### config.mk
export PLATFORM = sky130hd
export DESIGN_NAME = svt_ctrl
export DESIGN_NICKNAME = d
export VERILOG_FILES = /design/src/hw/rtl/svt_pkg.sv /design/src/hw/rtl/svt_ctrl.sv
export SDC_FILE = /design/constraint.sdc
export NUM_CORES = 1
export LEC_CHECK = 0
export BUFFER_PORTS_ARGS = -buffer_cell sky130_fd_sc_hd__buf_2
export CAP_MARGIN = 20
export CORE_AREA = 2 2 39 41
export CTS_CLUSTER_DIAMETER = 50
export CTS_CLUSTER_SIZE = 8
export DETAILED_ROUTE_END_ITERATION = 8
export DIE_AREA = 0 0 41 43
export MAX_ROUTING_LAYER = met4
export SLEW_MARGIN = 25
export SYNTH_ARGS = -nofsm -noshare
export SYNTH_HDL_FRONTEND = slang
export SYNTH_SLANG_ARGS = --single-unit
### constraint.sdc
create_clock -name clk -period 1.57 [get_ports clk]
set_input_delay 0.314 -clock clk [delete_from_list [all_inputs] [get_ports clk]]
set_output_delay 0.314 -clock clk [all_outputs]
set_load 0.02 [all_outputs]
### src/hw/rtl/svt_pkg.sv
`default_nettype none

package svt_pkg;

  // Table geometry
  localparam int MAX_ENTRIES = 64;
  localparam int DATA_WIDTH  = 32;

  // Fixed port widths
  localparam int IN_DATA_W   = 32;
  localparam int POS_W       = 10;
  localparam int COUNT_OUT_W = 11;
  localparam int STATUS_W    = 2;
  localparam int OPC_W       = 2;

  // Occupancy counter and comparison widths
  localparam int CNT_W = $clog2(MAX_ENTRIES + 1);
  localparam int CMP_W = (CNT_W > POS_W) ? CNT_W : POS_W;

  typedef logic signed [DATA_WIDTH-1:0] data_t;

  // Request opcodes
  localparam logic [OPC_W-1:0] OP_INSERT = 2'd0;
  localparam logic [OPC_W-1:0] OP_DELETE = 2'd1;
  localparam logic [OPC_W-1:0] OP_DEDUP  = 2'd2;

  // Result status codes
  localparam logic [STATUS_W-1:0] STAT_OK      = 2'd0;
  localparam logic [STATUS_W-1:0] STAT_FULL    = 2'd1;
  localparam logic [STATUS_W-1:0] STAT_BAD_POS = 2'd2;

  // Commands from the controller to the datapath
  typedef struct packed {
    logic ins;
    logic del;
    logic dd_start;
    logic dd_step;
    logic res_load;
  } dp_cmd_t;

  // Status from the datapath to the controller
  typedef struct packed {
    logic dd_done;
  } dp_stat_t;

  // Sign-extend or wrap an incoming value to the stored width
  function automatic data_t wrap_in(logic signed [IN_DATA_W-1:0] v);
    return DATA_WIDTH'(v);
  endfunction

  // Sign-extend or wrap a stored value to the result width
  function automatic logic signed [IN_DATA_W-1:0] to_out(data_t d);
    return IN_DATA_W'(d);
  endfunction

endpackage

`default_nettype wire

### src/hw/rtl/svt_ctrl.sv
`default_nettype none

module svt_ctrl (
  input  wire logic                     clk,
  input  wire logic                     rst_n,
  input  wire logic                     in_valid,
  input  wire logic [svt_pkg::OPC_W-1:0] in_opcode,
  output logic                          in_stall,
  output logic                          out_valid,
  input  wire logic                     out_stall,
  input  wire svt_pkg::dp_stat_t        stat,
  output svt_pkg::dp_cmd_t              cmd
);
  import svt_pkg::*;

  typedef enum logic [1:0] {
    ST_IDLE  = 2'b01,
    ST_DEDUP = 2'b10
  } state_t;

  state_t state_r;
  state_t state_nxt;
  logic   out_valid_r;
  logic   out_valid_nxt;
  logic   slot_free;
  logic   go;

  assign slot_free = ~out_valid_r | ~out_stall;
  assign in_stall  = ~((state_r == ST_IDLE) & slot_free);
  assign go        = in_valid & ~in_stall;

  // Decode requests and sequence the deduplication pass
  always_comb begin
    cmd       = '0;
    state_nxt = state_r;
    unique case (state_r)
      ST_IDLE: begin
        if (go) begin
          cmd.ins = (in_opcode == OP_INSERT);
          cmd.del = (in_opcode == OP_DELETE);
          if (in_opcode == OP_DEDUP) begin
            cmd.dd_start = 1'b1;
            state_nxt    = ST_DEDUP;
          end else begin
            cmd.res_load = 1'b1;
          end
        end
      end
      ST_DEDUP: begin
        if (stat.dd_done) begin
          cmd.res_load = 1'b1;
          state_nxt    = ST_IDLE;
        end else begin
          cmd.dd_step = 1'b1;
        end
      end
      default: begin
        state_nxt = ST_IDLE;
      end
    endcase
  end

  // Hold the result until taken
  always_comb begin
    priority if (cmd.res_load) begin
      out_valid_nxt = 1'b1;
    end else if (!out_stall) begin
      out_valid_nxt = 1'b0;
    end else begin
      out_valid_nxt = out_valid_r;
    end
  end

  always_ff @(posedge clk) begin
    if (!rst_n) begin
      state_r     <= ST_IDLE;
      out_valid_r <= 1'b0;
    end else begin
      state_r     <= state_nxt;
      out_valid_r <= out_valid_nxt;
    end
  end

  assign out_valid = out_valid_r;

endmodule

`default_nettype wire

# [Word level (Yosys, flattened, before mapping)]
# Cells that the tools add are included.
[classes] div=0 reduce_logical=2 shifts=0 addsub=0 eq_ne=8 n_bitwise=6 mux=15 order_cmp=0 n_mul=0
[ops] op="1-bit 2-to-1 mux" n=8
[ops] op="2-bit 2-to-1 mux" n=3
[ops] op="3-bit 2-to-1 mux" n=2
[ops] op="2-bit by 1-bit equality test with 1-bit output, second input constant" n=2
[ops] op="2-bit equality test, second input constant" n=2
[ops] op="2-bit by 1-bit inequality test with 1-bit output, second input constant" n=2
[ops] op="2-bit inequality test, second input constant" n=2
[ops] op="2-bit one-hot mux with 2 select lines" n=1
[ops] op="1-bit inverter" n=3
[ops] op="3-bit AND reduction" n=1
[ops] op="1-bit AND" n=2
[ops] op="2-bit logical NOT" n=1
[ops] op="1-bit one-hot mux with 2 select lines" n=1
[ops] op="1-bit bitwise OR" n=1
[totals] regBits=3 memories=0 latchBits=0 ramBits=0 rom_bits=0 out_inout_bits=7 word_cells=33 in_bits=7

# [Depth between registers and ports, before layout]
[logic_depth] ltp_word=7 mapped_depth=5 depth_no_buf=5

# [Least setup slack after synthesis]
# Ideal clock, no wire load.
[synth_timing] path_kind="reg2reg" startpoint="register state_r[0]" endpoint="register state_r[0]" t_arrival_ps=1452 required_ps=1456 n_path_buf=0 stages_incl_launch_ff=6 path_slack_ps=4 synth_period_minus_slack_ps=1566 setup_ps=114 cell_sequence="dfxtp_1 > inv_1 > ha_1 > nor2b_1 > or4b_1 > a21o_1"
[synth_between] elab_chain_len=5 word_cells_on_any_way=9 cone_classes="5 x eq/ne; 1 x mux; 2 x bitwise; 1 x reduce/logical"
[synth_lines] element="start: declaration" line="svt_ctrl.sv:21" text="state_t state_r;"
[synth_lines] element="start signal: assignment" line="svt_ctrl.sv:79" text="state_r <= state_nxt;"
[synth_lines] element="2-bit by 1-bit equality test with 1-bit output" line="svt_ctrl.sv:29, svt_ctrl.sv:36"
[synth_lines] element="1-bit AND" line="svt_ctrl.sv:29" text="assign in_stall = ~((state_r == ST_IDLE) & slot_free);"
[synth_lines] element="1-bit AND" line="svt_ctrl.sv:30" text="assign go = in_valid & ~in_stall;"
[synth_lines] element="2-bit inequality test (no line)"
[synth_lines] element="3-bit AND reduction (no line)"
# Several ways; a longest one is shown, not always the timed one.
# A chain may end at the register's enable or synchronous reset.

# [Worst setup path in the final report]
# Same ends and word-level chain as after synthesis.

==> results list <==
* Outcome: finished clean
- The first global-routing pass estimated around 870 um of wire.
- The share of total power dissipated in combinational logic is 0.327.
* Cells after synthesis: 28
- The clock passes through at most 2 buffers.
* Hold path startpoint: out_stall
- The via count of the first global-routing pass is approximately 240.
- Detailed-router iteration count before antenna repair: 2
- The detail route stage leaves a number of antenna-violating nets equal to 0.
* Unrepaired setup endpoints after global routing: true
- Class of the most critical setup path: reg2reg
- Setup TNS after final layout: 0 ns
- Counting every sink on the clock net gives 3.
- The synthesized netlist occupies a cell area of about 220 um^2.
- Compared with the post-synthesis result, the final layout area differs by 76.1%.
- Startpoint of the worst setup timing path: state_r[0]
* Final Slew Violations: 0
- In this run the power spent charging and discharging nets is approximately 0.099 mW.
* Total DRC errors in the routed layout: 0
- For the worst setup path, the data required time is 1.69 ns.
- Warnings, synthesis: 0
- For this block, the via count after detailed routing is 257.
- The share of total power dissipated in sequential elements is 0.269.
- The region available for standard cell placement spans 1380 um^2.
* Routed len/inst: 9.80 um
* Area share of the leading cell type in the synthesized netlist: 0.273
- Synthesized flop and latch total: 3
- Total gr overflow: 0
- Min-delay worst type: in2reg
* Setup violation total in the final timing report: 0
- The startpoint identified for the worst register-to-register timing path is state_r[0].
* Worst hold-check slack: about 0.35 ns
* Worst-skew pair later-pin latency: 0.23 ns
* Net count, final: 55
* Max-capacitance violation count: 0
* Synth Area per Inst: 7.86 um^2
- GRT Total Usage: 0.0791
- Entering global routing, the biggest net connects 6 pins.
- The number of antenna violations at the first check in global routing was 0.
- Of the synthesized area, sequential elements account for 0.273.
* Post-detailed-route via-to-cell ratio: ~4.2
- The floorplan step defined a die boundary enclosing between 1500 and 2000 um^2.
- Of the total power, the share spent switching nets is 0.305.
- Critical path peak fanout: 3
- Count of boundary I/O pins: 14
- Worst IR Drop VDD: 0.311 mV
- Synthesis instantiated 19 different standard cells from the library.
* Share of the cycle needed by the critical path after routing: 0.974
- Leakage power: roughly 0.19 nW
* Number of DRC violations after detailed-routing iteration 0: 1
- Design internal power: about 0.22 mW
- By area the synthesized netlist is led by dfxtp_1, ha_1, nand2_1.
- Fill cell instance count of the final layout: roughly 150
- Power per cell area: between 800 and 900 nW/um^2
* Routed WL: about 600 um
* Clock root buffer: clkbuf_4
- The number of hold-slack violations in the final timing report was 0.
- Post-CTS Setup Repair Bufs: 0
- CTS tree: built
- The number of nets handed over by synthesis was 37.
- Share of layout cells above drive strength 1: 0.622
- Data arrives at the worst endpoint at ~1.7 ns.
- The number of antenna diodes in the final layout is 0.
- The clock arrives with roughly 0.00031 ns of skew.
- Crit. End Element: flip-flop
- IO Port Bufs: 13
* Tightest Pin Transition: 0.249 ns
- Synth Flop Type: dfxtp_1
- Sequential Area: ~64 um^2
- The worst setup path is launched from a flip-flop.
- CTS built an H-tree with a depth of 1.
- Clock buffers created by TritonCTS: 3
- The floorplan step set the die width to approximately 40 um.
* Number of cell rows: 14
- Timing would allow up to ~650 MHz.
* Post-layout minimum cycle time: 1.53 ns
- Area of the multi-input gates: approximately 190 um^2
- Die span in y: 43 um
- Initial standard-cell utilization of the core: 0.159
- Number of synthesized flops with an enable pin: 0
* Headroom to the max-slew limit: 0.832
* Cell taking the most area after synthesis: dfxtp_1
* Worst R2R Setup Slack: between 0.04 and 0.05 ns
- Clock slew seen by the registers of the worst setup and hold paths: 0.03 ns
- Final estimated routing congestion in global placement: just under 0.7
- Clock share of power: 0.404
- Of all flip-flops after synthesis, the portion carrying an async set or reset was 0.
[flip-flops by register name (all words and copies together), names as in the netlist]
register,count
state_r,2
out_valid,1
[cells by family (layout without fill, tap and decap cells)]
family	Yosys count	count (layout)	share of synthesized area
AOI/OAI and AO/OA	6	6	0.165
adders and majority gates	2	2	0.114
buffers and inverters	3	20	0.0682
DFF	3	3	0.273
and+or+nand+nor	14	14	0.381
[per-layer routing]
metal	vias up	track usage	wire length, um	part of all wire
met5	-	-	0	0
met1	118	0.0897	241	0.40
met3	0	0.0314	38	0.064
met2	8	0.0969	317	0.53
li1	131	-	-	-
met4	0	0.0800	0	0
[area by class of cell]
| type | instances | area share |
|---|---|---|
| clock buffer | 4 | 0.0677 |
| inverter | 2 | 0.0194 |
| multi-input combinational | 22 | 0.497 |
| sequential | 3 | 0.165 |
| tap | 16 | 0.0516 |
| timing repair buffer | 14 | 0.200 |
[stage by stage]
stage	setup slack [ns]	instance area, um^2	power [mW]	utilization	instances
after floorplan	0.00367	220	0.143	-	28
after global placement	0.0532	305	0.173	0.221	57
after detailed placement	0.0173	305	0.173	0.221	57
after CTS	-0.0147	347	0.315	0.250	61
final	0.0413	388	0.323	0.280	61
after global routing	-0.0239	388	0.348	0.280	61
[what timing repair did]
action,in CTS,in global routing
pin swaps,0,1
hold buffers,0,0
endpoints found under the setup margin,2,7
gates resized for setup,4,11
[synthesized netlist by cell type (2+ instances only)]
| cell | number |
|---|---|
| nand2_1 | 4 |
| dfxtp_1 | 3 |
| a21oi_1 | 2 |
| ha_1 | 2 |
| inv_1 | 2 |
| nand3_1 | 2 |
[worst max-delay path: stages (launching register included)]
cell and delay (ns):
dfxtp_4 0.35, inv_1 0.05, ha_2 0.19, nor2b_2 0.16, or4b_4 0.49, a21o_1 0.19
[power groups by stage]
| stage | Combinational (mW) | Sequential (mW) | Clock (mW) |
|---|---|---|---|
| 5_1_grt | 0.116 | 0.0880 | 0.144 |
| 4_1_cts | 0.0908 | 0.0862 | 0.138 |
| 6_report | 0.106 | 0.0869 | 0.131 |
| 3_5_place_dp | 0.0859 | 0.0873 | 0 |
| 3_3_place_gp | 0.0856 | 0.0870 | 0 |
| 2_1_floorplan | 0.0526 | 0.0903 | 0 |
[final timing paths]
path / to / depth (start not counted)
max: state_r[0] / 5
min: out_valid / 3
min reg2reg: out_valid / 2
max reg2reg: state_r[0] / 5
[cell usage in the layout, fill, tap and decap left out, types with 2 or more instances in the layout]
master / instances
dfxtp_1: 2
clkbuf_4: 3
buf_4: 3
nand2_1: 4
buf_2: 11
(Power assumes the default switching activity.)
